**src/rtl/yksr_pkg.sv**
```systemverilog
// yksr_pkg: types, codes, keyword tables and recognizer step functions
// for the yaml scalar kind resolver; no dependencies
package yksr_pkg;

    // integer recognizer states
    typedef enum logic [3:0] {
        IR_START   = 4'd0,
        IR_SIGN    = 4'd1,
        IR_DEC     = 4'd2,
        IR_ZERO    = 4'd3,
        IR_OCT_PRE = 4'd4,
        IR_OCT     = 4'd5,
        IR_HEX_PRE = 4'd6,
        IR_HEX     = 4'd7,
        IR_DEAD    = 4'd8
    } ir_state_t;

    // float recognizer states
    typedef enum logic [3:0] {
        FR_START    = 4'd0,
        FR_SIGN     = 4'd1,
        FR_LEAD_DOT = 4'd2,
        FR_INT      = 4'd3,
        FR_DOTTED   = 4'd4,
        FR_EXP_MARK = 4'd5,
        FR_EXP_SIGN = 4'd6,
        FR_EXP_DIG  = 4'd7,
        FR_DEAD     = 4'd8
    } fr_state_t;

    // resolved scalar kinds
    typedef enum logic [2:0] {
        KIND_STRING  = 3'd0,
        KIND_BOOL    = 3'd1,
        KIND_INTEGER = 3'd2,
        KIND_FLOAT   = 3'd3,
        KIND_NULL    = 3'd4,
        KIND_INVALID = 3'd5
    } kind_t;

    // explicit tag codes
    typedef enum logic [2:0] {
        TAG_NONE        = 3'd0,
        TAG_STR         = 3'd1,
        TAG_BOOL        = 3'd2,
        TAG_INT         = 3'd3,
        TAG_FLOAT       = 3'd4,
        TAG_NULL        = 3'd5,
        TAG_UNSUPPORTED = 3'd6
    } tag_t;

    // tag check status
    typedef enum logic [1:0] {
        STATUS_OK          = 2'd0,
        STATUS_UNSUPPORTED = 2'd1,
        STATUS_MISMATCH    = 2'd2
    } status_t;

    localparam int KwCount = 16;

    localparam logic [15:0] KW_NULL_MASK = 16'h000F;
    localparam logic [15:0] KW_BOOL_MASK = 16'h03F0;
    localparam logic [15:0] KW_INF_MASK  = 16'h1C00;
    localparam logic [15:0] KW_NAN_MASK  = 16'hE000;

    // keyword text, first character in the top byte, zero padded
    localparam logic [39:0] KW_TEXT [KwCount] = '{
        {"~", 32'h0}, {"null", 8'h0}, {"Null", 8'h0}, {"NULL", 8'h0},
        {"true", 8'h0}, {"True", 8'h0}, {"TRUE", 8'h0},
        "false", "False", "FALSE",
        {".inf", 8'h0}, {".Inf", 8'h0}, {".INF", 8'h0},
        {".nan", 8'h0}, {".NaN", 8'h0}, {".NAN", 8'h0}
    };

    localparam logic [2:0] KW_LEN [KwCount] = '{
        3'd1, 3'd4, 3'd4, 3'd4, 3'd4, 3'd4, 3'd4, 3'd5,
        3'd5, 3'd5, 3'd4, 3'd4, 3'd4, 3'd4, 3'd4, 3'd4
    };

    // one input beat as held in the input stage
    typedef struct packed {
        logic [7:0] text_byte;
        logic       last_byte;
        logic       empty_scalar;
        logic       was_quoted;
        logic [2:0] tag_kind;
    } item_t;

    // recognizer view after the current byte
    typedef struct packed {
        logic        empty;
        logic [15:0] cand;
        logic [2:0]  nchars;
        ir_state_t   int_st;
        fr_state_t   flt_st;
    } scan_t;

    // one result beat
    typedef struct packed {
        logic [2:0] scalar_kind;
        logic [1:0] tag_status;
        logic       plain_ambiguous;
    } result_t;

    function automatic logic is_dec(logic [7:0] b);
        return (b >= "0") && (b <= "9");
    endfunction

    function automatic logic is_sign(logic [7:0] b);
        return (b == "+") || (b == "-");
    endfunction

    // character idx of keyword k, zero past the end
    function automatic logic [7:0] kw_char(int k, logic [2:0] idx);
        logic [39:0] t;
        t = KW_TEXT[k] << {idx, 3'b000};
        return t[39:32];
    endfunction

    function automatic ir_state_t int_next(ir_state_t s, logic [7:0] b);
        ir_state_t n;
        n = IR_DEAD;
        case (s)
            IR_START:
            begin
                if (b == "0")
                    n = IR_ZERO;
                else if (is_dec(b))
                    n = IR_DEC;
                else if (is_sign(b))
                    n = IR_SIGN;
            end
            IR_SIGN, IR_DEC:
            begin
                if (is_dec(b))
                    n = IR_DEC;
            end
            IR_ZERO:
            begin
                if (is_dec(b))
                    n = IR_DEC;
                else if (b == "o")
                    n = IR_OCT_PRE;
                else if (b == "x")
                    n = IR_HEX_PRE;
            end
            IR_OCT_PRE, IR_OCT:
            begin
                if (b inside {["0":"7"]})
                    n = IR_OCT;
            end
            IR_HEX_PRE, IR_HEX:
            begin
                if (b inside {["0":"9"], ["a":"f"], ["A":"F"]})
                    n = IR_HEX;
            end
            default:
            begin
                n = IR_DEAD;
            end
        endcase
        return n;
    endfunction

    function automatic fr_state_t flt_next(fr_state_t s, logic [7:0] b);
        fr_state_t n;
        logic      e;
        n = FR_DEAD;
        e = (b == "e") || (b == "E");
        case (s)
            FR_START, FR_SIGN:
            begin
                if ((s == FR_START) && is_sign(b))
                    n = FR_SIGN;
                else if (b == ".")
                    n = FR_LEAD_DOT;
                else if (is_dec(b))
                    n = FR_INT;
            end
            FR_LEAD_DOT:
            begin
                if (is_dec(b))
                    n = FR_DOTTED;
            end
            FR_INT:
            begin
                if (is_dec(b))
                    n = FR_INT;
                else if (b == ".")
                    n = FR_DOTTED;
                else if (e)
                    n = FR_EXP_MARK;
            end
            FR_DOTTED:
            begin
                if (is_dec(b))
                    n = FR_DOTTED;
                else if (e)
                    n = FR_EXP_MARK;
            end
            FR_EXP_MARK, FR_EXP_SIGN, FR_EXP_DIG:
            begin
                if ((s == FR_EXP_MARK) && is_sign(b))
                    n = FR_EXP_SIGN;
                else if (is_dec(b))
                    n = FR_EXP_DIG;
            end
            default:
            begin
                n = FR_DEAD;
            end
        endcase
        return n;
    endfunction

endpackage

```
**src/rtl/yksr_if.sv**
```systemverilog
// yksr_if: valid/ready channels for scalar text beats and resolved results
// no dependencies
interface yksr_in_if;
    logic       valid;
    logic       ready;
    logic [7:0] text_byte;
    logic       last_byte;
    logic       empty_scalar;
    logic       was_quoted;
    logic [2:0] tag_kind;

    modport source (
        output valid, text_byte, last_byte, empty_scalar, was_quoted, tag_kind,
        input  ready
    );
    modport sink (
        input  valid, text_byte, last_byte, empty_scalar, was_quoted, tag_kind,
        output ready
    );
endinterface

interface yksr_out_if;
    logic       valid;
    logic       ready;
    logic [2:0] scalar_kind;
    logic [1:0] tag_status;
    logic       plain_ambiguous;

    modport source (
        output valid, scalar_kind, tag_status, plain_ambiguous,
        input  ready
    );
    modport sink (
        input  valid, scalar_kind, tag_status, plain_ambiguous,
        output ready
    );
endinterface

```
**src/rtl/yksr_scan.sv**
```systemverilog
// yksr_scan: per-scalar recognizer state (position, keyword candidates,
// sign, integer and float automata); uses yksr_pkg
module yksr_scan (
    input  logic           clk,
    input  logic           rst_n,
    input  logic           step,
    input  yksr_pkg::item_t item,
    output yksr_pkg::scan_t scan
);

    logic [2:0]          pos_reg;
    logic [2:0]          pos_next;
    logic [15:0]         cand_reg;
    logic [15:0]         cand_next;
    logic                sign_reg;
    logic                sign_next;
    yksr_pkg::ir_state_t int_reg;
    yksr_pkg::ir_state_t int_next;
    yksr_pkg::fr_state_t flt_reg;
    yksr_pkg::fr_state_t flt_next;
    logic [2:0]          idx;
    logic                ends;

    // candidate, sign, position and automaton update for this byte
    always_comb
    begin
        idx       = pos_reg - {2'b00, sign_reg};
        sign_next = sign_reg;
        cand_next = cand_reg;
        if ((pos_reg == 3'd0) && yksr_pkg::is_sign(item.text_byte))
        begin
            sign_next = 1'b1;
            cand_next = cand_reg & yksr_pkg::KW_INF_MASK;
        end
        else if (pos_reg == 3'd7)
        begin
            cand_next = '0;
        end
        else
        begin
            for (int k = 0; k < yksr_pkg::KwCount; k++)
            begin
                if ((idx >= yksr_pkg::KW_LEN[k]) ||
                    (yksr_pkg::kw_char(k, idx) != item.text_byte))
                    cand_next[k] = 1'b0;
            end
        end
        pos_next = (pos_reg == 3'd7) ? 3'd7 : pos_reg + 3'd1;
        int_next = yksr_pkg::int_next(int_reg, item.text_byte);
        flt_next = yksr_pkg::flt_next(flt_reg, item.text_byte);
    end

    // view handed to the resolver
    always_comb
    begin
        scan.empty  = item.empty_scalar;
        scan.cand   = cand_next;
        scan.nchars = pos_next - {2'b00, sign_next};
        scan.int_st = int_next;
        scan.flt_st = flt_next;
    end

    assign ends = item.last_byte | item.empty_scalar;

    // state registers, cleared when a scalar ends
    always_ff @(posedge clk or negedge rst_n)
    begin
        if (!rst_n)
        begin
            pos_reg  <= 3'd0;
            cand_reg <= '1;
            sign_reg <= 1'b0;
            int_reg  <= yksr_pkg::IR_START;
            flt_reg  <= yksr_pkg::FR_START;
        end
        else if (step)
        begin
            if (ends)
            begin
                pos_reg  <= 3'd0;
                cand_reg <= '1;
                sign_reg <= 1'b0;
                int_reg  <= yksr_pkg::IR_START;
                flt_reg  <= yksr_pkg::FR_START;
            end
            else
            begin
                pos_reg  <= pos_next;
                cand_reg <= cand_next;
                sign_reg <= sign_next;
                int_reg  <= int_next;
                flt_reg  <= flt_next;
            end
        end
    end

endmodule

```
**src/rtl/yksr_resolve.sv**
```systemverilog
// yksr_resolve: turns the recognizer view plus quoting and tag into a
// kind, tag status and ambiguity flag; uses yksr_pkg
module yksr_resolve (
    input  yksr_pkg::scan_t   scan,
    input  logic              was_quoted,
    input  logic [2:0]        tag_kind,
    output yksr_pkg::result_t result
);

    logic [15:0]      kw_hit;
    logic             is_null;
    logic             is_bool;
    logic             is_int;
    logic             is_flt;
    yksr_pkg::kind_t  plain;
    yksr_pkg::kind_t  kind;
    yksr_pkg::status_t status;

    // keywords whose full length was matched
    always_comb
    begin
        for (int k = 0; k < yksr_pkg::KwCount; k++)
            kw_hit[k] = !scan.empty && scan.cand[k] && (yksr_pkg::KW_LEN[k] == scan.nchars);
    end

    // plain reading
    always_comb
    begin
        is_null = scan.empty || (|(kw_hit & yksr_pkg::KW_NULL_MASK));
        is_bool = |(kw_hit & yksr_pkg::KW_BOOL_MASK);
        is_int  = !scan.empty && (scan.int_st inside {yksr_pkg::IR_DEC, yksr_pkg::IR_ZERO,
                                                      yksr_pkg::IR_OCT, yksr_pkg::IR_HEX});
        is_flt  = (!scan.empty && (scan.flt_st inside {yksr_pkg::FR_DOTTED,
                                                       yksr_pkg::FR_EXP_DIG})) ||
                  (|(kw_hit & (yksr_pkg::KW_INF_MASK | yksr_pkg::KW_NAN_MASK)));
        if (is_null)
            plain = yksr_pkg::KIND_NULL;
        else if (is_bool)
            plain = yksr_pkg::KIND_BOOL;
        else if (is_int)
            plain = yksr_pkg::KIND_INTEGER;
        else if (is_flt)
            plain = yksr_pkg::KIND_FLOAT;
        else
            plain = yksr_pkg::KIND_STRING;
    end

    // explicit tag overrides and is checked against the text
    always_comb
    begin
        status = yksr_pkg::STATUS_OK;
        case (tag_kind)
            yksr_pkg::TAG_NONE:
            begin
                kind = was_quoted ? yksr_pkg::KIND_STRING : plain;
            end
            yksr_pkg::TAG_STR:
            begin
                kind = yksr_pkg::KIND_STRING;
            end
            yksr_pkg::TAG_BOOL:
            begin
                kind = yksr_pkg::KIND_BOOL;
                if (!is_bool)
                    status = yksr_pkg::STATUS_MISMATCH;
            end
            yksr_pkg::TAG_INT:
            begin
                kind = yksr_pkg::KIND_INTEGER;
                if (!is_int)
                    status = yksr_pkg::STATUS_MISMATCH;
            end
            yksr_pkg::TAG_FLOAT:
            begin
                kind = yksr_pkg::KIND_FLOAT;
                if (!(is_int || is_flt))
                    status = yksr_pkg::STATUS_MISMATCH;
            end
            yksr_pkg::TAG_NULL:
            begin
                kind = yksr_pkg::KIND_NULL;
                if (!is_null)
                    status = yksr_pkg::STATUS_MISMATCH;
            end
            default:
            begin
                kind   = yksr_pkg::KIND_INVALID;
                status = yksr_pkg::STATUS_UNSUPPORTED;
            end
        endcase
    end

    assign result.scalar_kind     = kind;
    assign result.tag_status      = status;
    assign result.plain_ambiguous = (plain != yksr_pkg::KIND_STRING);

endmodule

```
**src/rtl/yaml_scalar_kind_resolver.sv**
```systemverilog
// yaml_scalar_kind_resolver: top level; input stage register, recognizer
// and resolver, result register; uses yksr_pkg, yksr_if, yksr_scan, yksr_resolve
// an ending beat is staged, then its result is held in the result register
// throughput: one text beat per cycle, set by the single-byte recognizer step, but
// a waiting result does not block non-ending beats; an ending beat waits for
// the result register to free up
// reset: asynchronous active low, empties both stages and restarts the recognizer
module yaml_scalar_kind_resolver (
    input logic        clk,
    input logic        rst_n,
    yksr_in_if.sink    item,
    yksr_out_if.source result
);

    logic              stage_valid_reg;
    logic              stage_valid_next;
    yksr_pkg::item_t   stage_item_reg;
    logic              out_valid_reg;
    logic              out_valid_next;
    yksr_pkg::result_t out_result_reg;
    yksr_pkg::result_t resolved;
    yksr_pkg::scan_t   scan;
    logic              stage_ends;
    logic              advance;
    logic              in_take;

    // stage handshake
    assign stage_ends = stage_item_reg.last_byte | stage_item_reg.empty_scalar;
    assign advance    = stage_valid_reg &&
                        (!stage_ends || !out_valid_reg || result.ready);
    assign item.ready = !stage_valid_reg || advance;
    assign in_take    = item.valid && item.ready;

    always_comb
    begin
        stage_valid_next = stage_valid_reg;
        if (in_take)
            stage_valid_next = 1'b1;
        else if (advance)
            stage_valid_next = 1'b0;

        out_valid_next = out_valid_reg;
        if (advance && stage_ends)
            out_valid_next = 1'b1;
        else if (result.ready)
            out_valid_next = 1'b0;
    end

    yksr_scan u_scan (
        .clk   (clk),
        .rst_n (rst_n),
        .step  (advance),
        .item  (stage_item_reg),
        .scan  (scan)
    );

    yksr_resolve u_resolve (
        .scan       (scan),
        .was_quoted (stage_item_reg.was_quoted),
        .tag_kind   (stage_item_reg.tag_kind),
        .result     (resolved)
    );

    // control registers
    always_ff @(posedge clk or negedge rst_n)
    begin
        if (!rst_n)
        begin
            stage_valid_reg <= 1'b0;
            out_valid_reg   <= 1'b0;
        end
        else
        begin
            stage_valid_reg <= stage_valid_next;
            out_valid_reg   <= out_valid_next;
        end
    end

    // payload registers
    always_ff @(posedge clk)
    begin
        if (in_take)
        begin
            stage_item_reg.text_byte    <= item.text_byte;
            stage_item_reg.last_byte    <= item.last_byte;
            stage_item_reg.empty_scalar <= item.empty_scalar;
            stage_item_reg.was_quoted   <= item.was_quoted;
            stage_item_reg.tag_kind     <= item.tag_kind;
        end
        if (advance && stage_ends)
            out_result_reg <= resolved;
    end

    // result beat
    assign result.valid           = out_valid_reg;
    assign result.scalar_kind     = out_result_reg.scalar_kind;
    assign result.tag_status      = out_result_reg.tag_status;
    assign result.plain_ambiguous = out_result_reg.plain_ambiguous;

endmodule

```
**src/flat_wrapper.sv**
```systemverilog
// flat-port wrapper written by rule: the top's interface ports become plain ports
module yaml_scalar_kind_resolver_flat 
  (clk, rst_n, item_valid, item_text_byte, item_last_byte, item_empty_scalar, item_was_quoted, item_tag_kind, item_ready, result_valid, result_scalar_kind, result_tag_status, result_plain_ambiguous, result_ready);
  yksr_in_if item_i ();
  yksr_out_if result_i ();
  input logic clk;
  input logic rst_n;
  input wire logic [$bits(item_i.valid)-1:0] item_valid;
  input wire logic [$bits(item_i.text_byte)-1:0] item_text_byte;
  input wire logic [$bits(item_i.last_byte)-1:0] item_last_byte;
  input wire logic [$bits(item_i.empty_scalar)-1:0] item_empty_scalar;
  input wire logic [$bits(item_i.was_quoted)-1:0] item_was_quoted;
  input wire logic [$bits(item_i.tag_kind)-1:0] item_tag_kind;
  output wire logic [$bits(item_i.ready)-1:0] item_ready;
  output wire logic [$bits(result_i.valid)-1:0] result_valid;
  output wire logic [$bits(result_i.scalar_kind)-1:0] result_scalar_kind;
  output wire logic [$bits(result_i.tag_status)-1:0] result_tag_status;
  output wire logic [$bits(result_i.plain_ambiguous)-1:0] result_plain_ambiguous;
  input wire logic [$bits(result_i.ready)-1:0] result_ready;
  assign item_i.valid = item_valid;
  assign item_i.text_byte = item_text_byte;
  assign item_i.last_byte = item_last_byte;
  assign item_i.empty_scalar = item_empty_scalar;
  assign item_i.was_quoted = item_was_quoted;
  assign item_i.tag_kind = item_tag_kind;
  assign item_ready = item_i.ready;
  assign result_valid = result_i.valid;
  assign result_scalar_kind = result_i.scalar_kind;
  assign result_tag_status = result_i.tag_status;
  assign result_plain_ambiguous = result_i.plain_ambiguous;
  assign result_i.ready = result_ready;
  yaml_scalar_kind_resolver u_core (.clk(clk), .rst_n(rst_n), .item(item_i), .result(result_i));
endmodule
```
**config.mk**
```make
export PLATFORM = sky130hd
export DESIGN_NAME = yaml_scalar_kind_resolver_flat
export DESIGN_NICKNAME = d
export VERILOG_FILES = /design/src/rtl/yksr_pkg.sv /design/src/rtl/yksr_if.sv /design/src/rtl/yksr_scan.sv /design/src/rtl/yksr_resolve.sv /design/src/rtl/yaml_scalar_kind_resolver.sv /design/src/flat_wrapper.sv
export SDC_FILE = /design/constraint.sdc
export NUM_CORES = 1
export LEC_CHECK = 0
export ABC_AREA = 1
export BUFFER_PORTS_ARGS = -buffer_cell sky130_fd_sc_hd__buf_2
export CORE_ASPECT_RATIO = 1.25
export CORE_MARGIN = 2
export CORE_UTILIZATION = 40
export CTS_CLUSTER_DIAMETER = 80
export CTS_CLUSTER_SIZE = 24
export DETAILED_ROUTE_END_ITERATION = 8
export PLACE_DENSITY = 0.6
export SETUP_SLACK_MARGIN = 0.05
export SLEW_MARGIN = 10
export SYNTH_ARGS = -nofsm -noshare
export SYNTH_HDL_FRONTEND = slang
export SYNTH_HIERARCHICAL = 1
export SYNTH_SLANG_ARGS = --single-unit
```
**constraint.sdc**
```tcl
create_clock -name clk -period 2.7 [get_ports clk]
set_input_delay 0.135 -clock clk [delete_from_list [all_inputs] [get_ports clk]]
set_output_delay 0.135 -clock clk [all_outputs]
set_load 0.05 [all_outputs]
```
==> results.json, run 1 <==
{
  "seq_power_share_pct": 40.0,
  "die_area_um2": 10100,
  "timing.final.setup_violations": 0,
  "clockRootBuffer": "clkbuf_16",
  "grt_usage_pct": 21.5,
  "fmax_mhz": 377,
  "critPathKind": "register to register",
  "peakVddDrop_mv": 0.233,
  "critPathLaunchType": "register",
  "cts.path.max_buffers": 2,
  "p_sw_share_pct": 32.5,
  "fin_nets": 635,
  "drt_iter0_drc": 225,
  "ys_warn_count": 6,
  "grt_antenna_before_repair": 0,
  "numCtsBuffers": 5,
  "synthArstFlopShare_pct": 60.0,
  "place.gp.congestion": 0.998,
  "end_kind": "register",
  "synth_seq_area_share_pct": 36.9,
  "synth_mux_area_share_pct": 0,
  "multi_input_area_um2": 2170,
  "dr_wl_met2_um": 5450,
  "via_count": 3766,
  "place_ws_ps": -60.7,
  "synthAdderAreaFrac_pct": 2.02,
  "fin_util_pct": 52.0,
  "intPower_mw": 1.56,
  "postLayoutSetupSlackWorst_ps": 44.9,
  "p_sw_mw": 0.754,
  "cts_tree": "yes",
  "netlist_area_um2": 3720,
  "n_antenna_cell": 0,
  "synth_top_area_cell": "edfxtp_1",
  "period_needed_ps": 2660,
  "largest_reg_flops": 16,
  "grt_max_degree": 31,
  "clk_pin_slew_ps": 70,
  "design.core.area_um2": 9080,
  "avgSynthCellArea_um2": 6.91,
  "syn_nets": 562,
  "ys.flop_type": "edfxtp_1",
  "clock_power_share_pct": 32.4,
  "dp_cells": 716,
  "die_height_um": 112,
  "final.period_utilization_pct": 98.3,
  "synth.top_cells.by_area": "edfxtp_1, nand2_1, dfstp_2",
  "rsz0062_at_grt": "true",
  "synth-seq-cells": 50,
  "slew_viol_final": 0,
  "grt-ovfl-total": 0,
  "combPwrFrac_pct": 27.6,
  "finalNonFillerCells": 735,
  "row_count": 39,
  "synth_xor_area_share_pct": 0.707,
  "crit_arrival_ps": 2710,
  "hold_violations": 0,
  "drt_wl_total_um": 10500,
  "p_leak_nw": 2.36,
  "outcome": "finished clean",
  "n_fill_cell": 908,
  "synth-compound-area-share_pct": 10.7,
  "met1_length_um": 4210,
  "synth-edff-count": 20,
  "power_density_nw_per_um2": 491,
  "p_total_mw": 2.32,
  "relSlewSlack_pct": 53.7,
  "grt_pass1_vias": 3700,
  "synth_top_cell_area_share_pct": 16.2,
  "cp_max_fo": 4,
  "dr_wl_met3_um": 476,
  "netlist_top_cells_count": "nand2_1, inv_1, nor2_1",
  "synthCells": 538,
  "drcViolationCount": 0,
  "htreeDepth": 2,
  "yosysUniqueCellTypes": 46,
  "clock_latency_ps": 300,
  "via_per_inst": 5.12,
  "ant_nets": 0,
  "skew_ps": 5.11,
  "synth_top_family_by_area": "simple AND/OR/NAND/NOR gates",
  "yosysMostFrequentCell": "nand2_1",
  "cts_sinks": 50,
  "ioPinCount": 26,
  "tightestPinTransition_ps": 695,
  "worstHoldPathType": "input port to register",
  "drive_gt1_share_pct": 31.4,
  "dr.max_layer_used": "met4",
  "grt_first_pass_wirelength_um": 17400,
  "register_area_um2": 1370,
  "synth_simple_gate_area_share_pct": 39.6,
  "initial_utilization_pct": 40.9,
  "area_growth_pct": 27.0,
  "first_pass_iters": 5,
  "dpl.hpwl_um": 7950,
  "io_buffers": 25,
  "max-cap-violations": 0,
  "avgRoutedWirePerCell_um": 14.3,
  "cp_data_required_time_ps": 2750,
  "die_width_um": 90.2
}
==> power groups by stage <==
stage,Combinational (mW),Sequential [mW],Clock (mW)
2_1_floorplan,0.342,0.963,0
3_3_place_gp,0.564,0.940,0
3_5_place_dp,0.567,0.942,0
4_1_cts,0.597,0.928,0.770
5_1_grt,0.708,0.936,0.800
6_report,0.639,0.928,0.752
==> kinds of logic (layout without fill, tap and decap cells) <==
kind of cell               Yosys count  in the layout
and+or+nand+nor                    318            319
buffers and inverters               95            168
AOI/OAI and AO/OA                   66             66
DFF                                 50             50
adders and majority gates            6              6
xor gates and xnor gates             3              3
==> stage by stage <==
| stage | hold slack [ps] | setup TNS (ps) | area (um2) |
|---|---|---|---|
| global route | 3.72 | -513 | 4720 |
| global placement | 216 | -164 | 4260 |
| floorplan | -161 | 0 | 3720 |
| finish | 7.40 | 0 | 4720 |
| detailed placement | 232 | -179 | 4260 |
| CTS | 3.79 | 0 | 4510 |
==> layout make-up <==
class	count	share of cell area, %
tap	123	3.26
inverter	83	6.71
clock buffer	5	2.65
sequential	50	29.1
multi-input combinational	394	45.9
timing repair buffer	77	11.4
clock inverter	3	1.01
==> metal layers <==
layer / global-route usage, % / vias to the layer above
met2: 39.4 / 110
li1: - / 1897
met5: 0 / -
met4: 9.85 / 0
met3: 2.91 / 29
met1: 24.6 / 1730
==> worst paths after layout <==
| path | start | endpoint | slack, ps | cells past startpoint |
|---|---|---|---|---|
| setup / recovery | u_core/u_scan/sign_reg | u_core/result.tag_status[1] | 40 | 18 |
| hold / removal | item_text_byte[6] | u_core/stage_item_reg[12] | 7 | 1 |
| setup reg to reg | u_core/u_scan/sign_reg | u_core/result.tag_status[1] | 40 | 18 |
| hold reg to reg | u_core/u_scan/cand_reg[15] | u_core/u_scan/cand_reg[15] | 480 | 2 |
| max in group asynchronous | rst_n | u_core/u_scan/flt_reg[2] | 1830 | 2 |
| min in group asynchronous | rst_n | u_core/u_scan/sign_reg | 420 | 2 |
==> timing repair <==
action | CTS | global route
hold buffers | 1 | 0
setup endpoints to repair | 5 | 5
resized for setup | 14 | 40
pin swaps | 3 | 29
setup buffers | 2 | 7
endpoints found under the hold margin | 14 | 0
cloned | 0 | 1
==> cells in the final DEF (no fill, tap or decap), types with 4 or more instances in the layout <==
cell	synthesis	layout
o21ai_0	16	15
edfxtp_1	20	20
nor3_1	8	8
buf_4	2	48
nor2_4	4	7
dfrtp_1	14	14
nand2_4	2	4
clkbuf_16	0	5
a21oi_1	27	26
nor2_2	6	6
inv_2	13	12
buf_2	2	25
nand4_1	12	12
nand3_1	54	44
inv_1	69	68
nand2_2	8	26
ha_1	6	4
nand3_2	6	16
nor2_1	68	65
nand2_1	139	119
dfstp_2	16	16
==> critical path, stage by stage (launching register included) <==
cell and delay, ps:
dfrtp_1 410, ha_2 210, ha_4 280, nand2_2 100, buf_12 150, nand2_1 100
nand4_1 90, inv_1 60, nand3_1 70, nor2_2 180, nand3_1 130, inv_1 80
nor2_1 40, nand2_1 100, nand3_1 100, nand2_2 90, nand2_2 60, nand2_1 80
nand3_2 70
Power figures use the tool's default switching activity.
==> run 2: changes to the inputs <==
Settings changed: BUFFER_PORTS_ARGS -buffer_cell sky130_fd_sc_hd__buf_2 to default, DONT_BUFFER_PORTS from default to 1, PLACE_DENSITY 0.6 to 0.57.
==> results.json, run 2 (synthesized netlist as in run 1, its figures left out) <==
{
  "grt_pass1_vias": 3827,
  "cts_tree": "yes",
  "cts.path.max_buffers": 2,
  "n_fill_cell": 889,
  "end_kind": "register",
  "n_antenna_cell": 0,
  "place_ws_ps": -94.3,
  "grt_max_degree": 31,
  "die_height_um": 112,
  "place.gp.congestion": 0.955,
  "final.period_utilization_pct": 99.8,
  "clock_power_share_pct": 28.1,
  "final_cell_mix": "nand2_1, inv_1, nor2_1",
  "drcViolationCount": 0,
  "peakVddDrop_mv": 0.228,
  "relSlewSlack_pct": 57.6,
  "slew_viol_final": 0,
  "p_sw_share_pct": 33.8,
  "tightestPinTransition_ps": 635,
  "htreeDepth": 2,
  "cp_top_family": "simple AND/OR/NAND/NOR gates",
  "grt_antenna_before_repair": 0,
  "initial_utilization_pct": 40.9,
  "max-cap-violations": 0,
  "io_buffers": 0,
  "clockRootBuffer": "clkbuf_16",
  "area_growth_pct": 31.9,
  "avgRoutedWirePerCell_um": 14.9,
  "timing.final.setup_violations": 0,
  "critPathKind": "register to register",
  "grt_first_pass_wirelength_um": 18000,
  "period_needed_ps": 2690,
  "crit_buf_inv": 4,
  "multi_input_area_um2": 2260,
  "hold_violations": 0,
  "ant_nets": 0,
  "worstHoldPathType": "input port to register",
  "crit_arrival_ps": 2740,
  "die_area_um2": 10100,
  "intPower_mw": 1.49,
  "design.core.area_um2": 9080,
  "slowest_stage": "dfrtp_1",
  "postLayoutSetupSlackWorst_ps": 6.66,
  "dpl.hpwl_um": 8120,
  "power_density_nw_per_um2": 458,
  "register_area_um2": 1370,
  "first_pass_iters": 5,
  "finalHoldWorstSlack_ps": 83.2,
  "via_count": 3827,
  "fin_nets": 636,
  "cp_cell_sequence": "ha_4 -> ha_4 -> inv_4 -> nor2_4 -> inv_4 -> buf_4 -> nand3_1 -> nand3_2 -> nor2_4 -> nand3b_1 -> inv_1 -> nor2_1 -> nand2_2 -> nand3_1 -> nand2_2 -> nand2_2 -> nand2_2 -> nand3_2",
  "grt_usage_pct": 22.2,
  "slowest_delay_ps": 420,
  "critPathLaunchType": "register",
  "skew_ps": 10.3,
  "die_width_um": 90.2,
  "clk_pin_slew_ps": 80,
  "largest_reg_flops": 16,
  "clock_latency_ps": 300,
  "p_leak_nw": 2.36,
  "seq_power_share_pct": 42.9,
  "drt_iter0_drc": 192,
  "drive_gt1_share_pct": 31.5,
  "cpMostUsedCell": "nand2_2",
  "drt_wl_total_um": 11000,
  "cp_data_required_time_ps": 2740,
  "final_common_cell": "nand2_1",
  "row_count": 39,
  "p_sw_mw": 0.760,
  "numCtsBuffers": 5,
  "cp_max_fo": 5,
  "via_per_inst": 5.20,
  "rsz0062_at_grt": "true",
  "combPwrFrac_pct": 29.0,
  "worst-r2r-setup-slack_ps": 7,
  "outcome": "finished clean",
  "ioPinCount": 26,
  "cts_sinks": 50,
  "fmax_mhz": 371,
  "grt-ovfl-total": 0
}
[run 2: cell types whose count changed in the layout (fill, tap and decap cells not counted), moves of 2 or more]
cell and change:
buf_2 -25, dlygate4sd3_1 +15, buf_4 +8, nor2_1 -4
inv_1 -3, inv_2 +3, nand2_1 -3, a21oi_1 -2
a21oi_2 +2, nand2_2 +2, nand2_4 +2, nor2_2 +2
nor2_4 +2
[run 2: power by group through the flow]
stage,Sequential [mW],Combinational [mW],Clock [mW]
floorplan,0.963,0.342,0
global placement,0.976,0.502,0
detailed placement,0.978,0.498,0
CTS,0.963,0.581,0.648
global route,0.973,0.719,0.681
finish,0.964,0.653,0.631
[run 2: worst paths after layout]
kind                       cells past startpoint                        from                           to
hold / removal                                 2                result_ready          u_core/result.valid
hold reg to reg                                2  u_core/u_scan/cand_reg[15]   u_core/u_scan/cand_reg[15]
max in group asynchronous                      2                       rst_n    u_core/u_scan/cand_reg[3]
setup / recovery                              18      u_core/u_scan/sign_reg  u_core/result.tag_status[1]
min in group asynchronous                      2                       rst_n     u_core/u_scan/flt_reg[0]
setup reg to reg                              18      u_core/u_scan/sign_reg  u_core/result.tag_status[1]
[run 2: worst reg2reg max path: cells and delay by family (launching register included)]
family / cells / cell delay, ps
adder cells (fa/ha/maj): 2 / 470
buffers and inverters: 4 / 350
flip-flops: 1 / 420
AND/OR/NAND/NOR: 12 / 1220
[run 2: timing repair]
item,in CTS,in global routing
gates cloned,1,1
endpoints found under the hold margin,45,0
hold buffers,17,0
setup buffers,7,7
resized for setup,27,50
setup endpoints to repair,4,5
pin swaps,16,38
[run 2: metrics by stage]
step                instance area (um2)  total power, mW  setup TNS [ps]  instances  util, %
floorplan                          3720             1.31               0        538        -
global placement                   4160             1.48            -155        695     45.9
CTS                                4650             2.19               0        728     51.3
global route                       4900             2.37            -356        736     54.0
detailed placement                 4160             1.48            -325        695     45.9
finish                             4900             2.25               0        736     54.0
[run 2: layout make-up]
class	instances	share of cell area, %
timing repair buffer	77	13.3
multi-input combinational	395	46.1
tap	123	3.14
clock inverter	3	0.434
inverter	83	6.46
clock buffer	5	2.55
sequential	50	28.0
[run 2: layer usage]
metal / share of wire [%] / GRT usage, % / vias up
met5: 0 / 0 / -
met4: 4.5 / 12.0 / 0
met3: 3.8 / 2.64 / 35
met2: 52 / 40.0 / 105
met1: 40 / 25.6 / 1791
li1: - / - / 1896
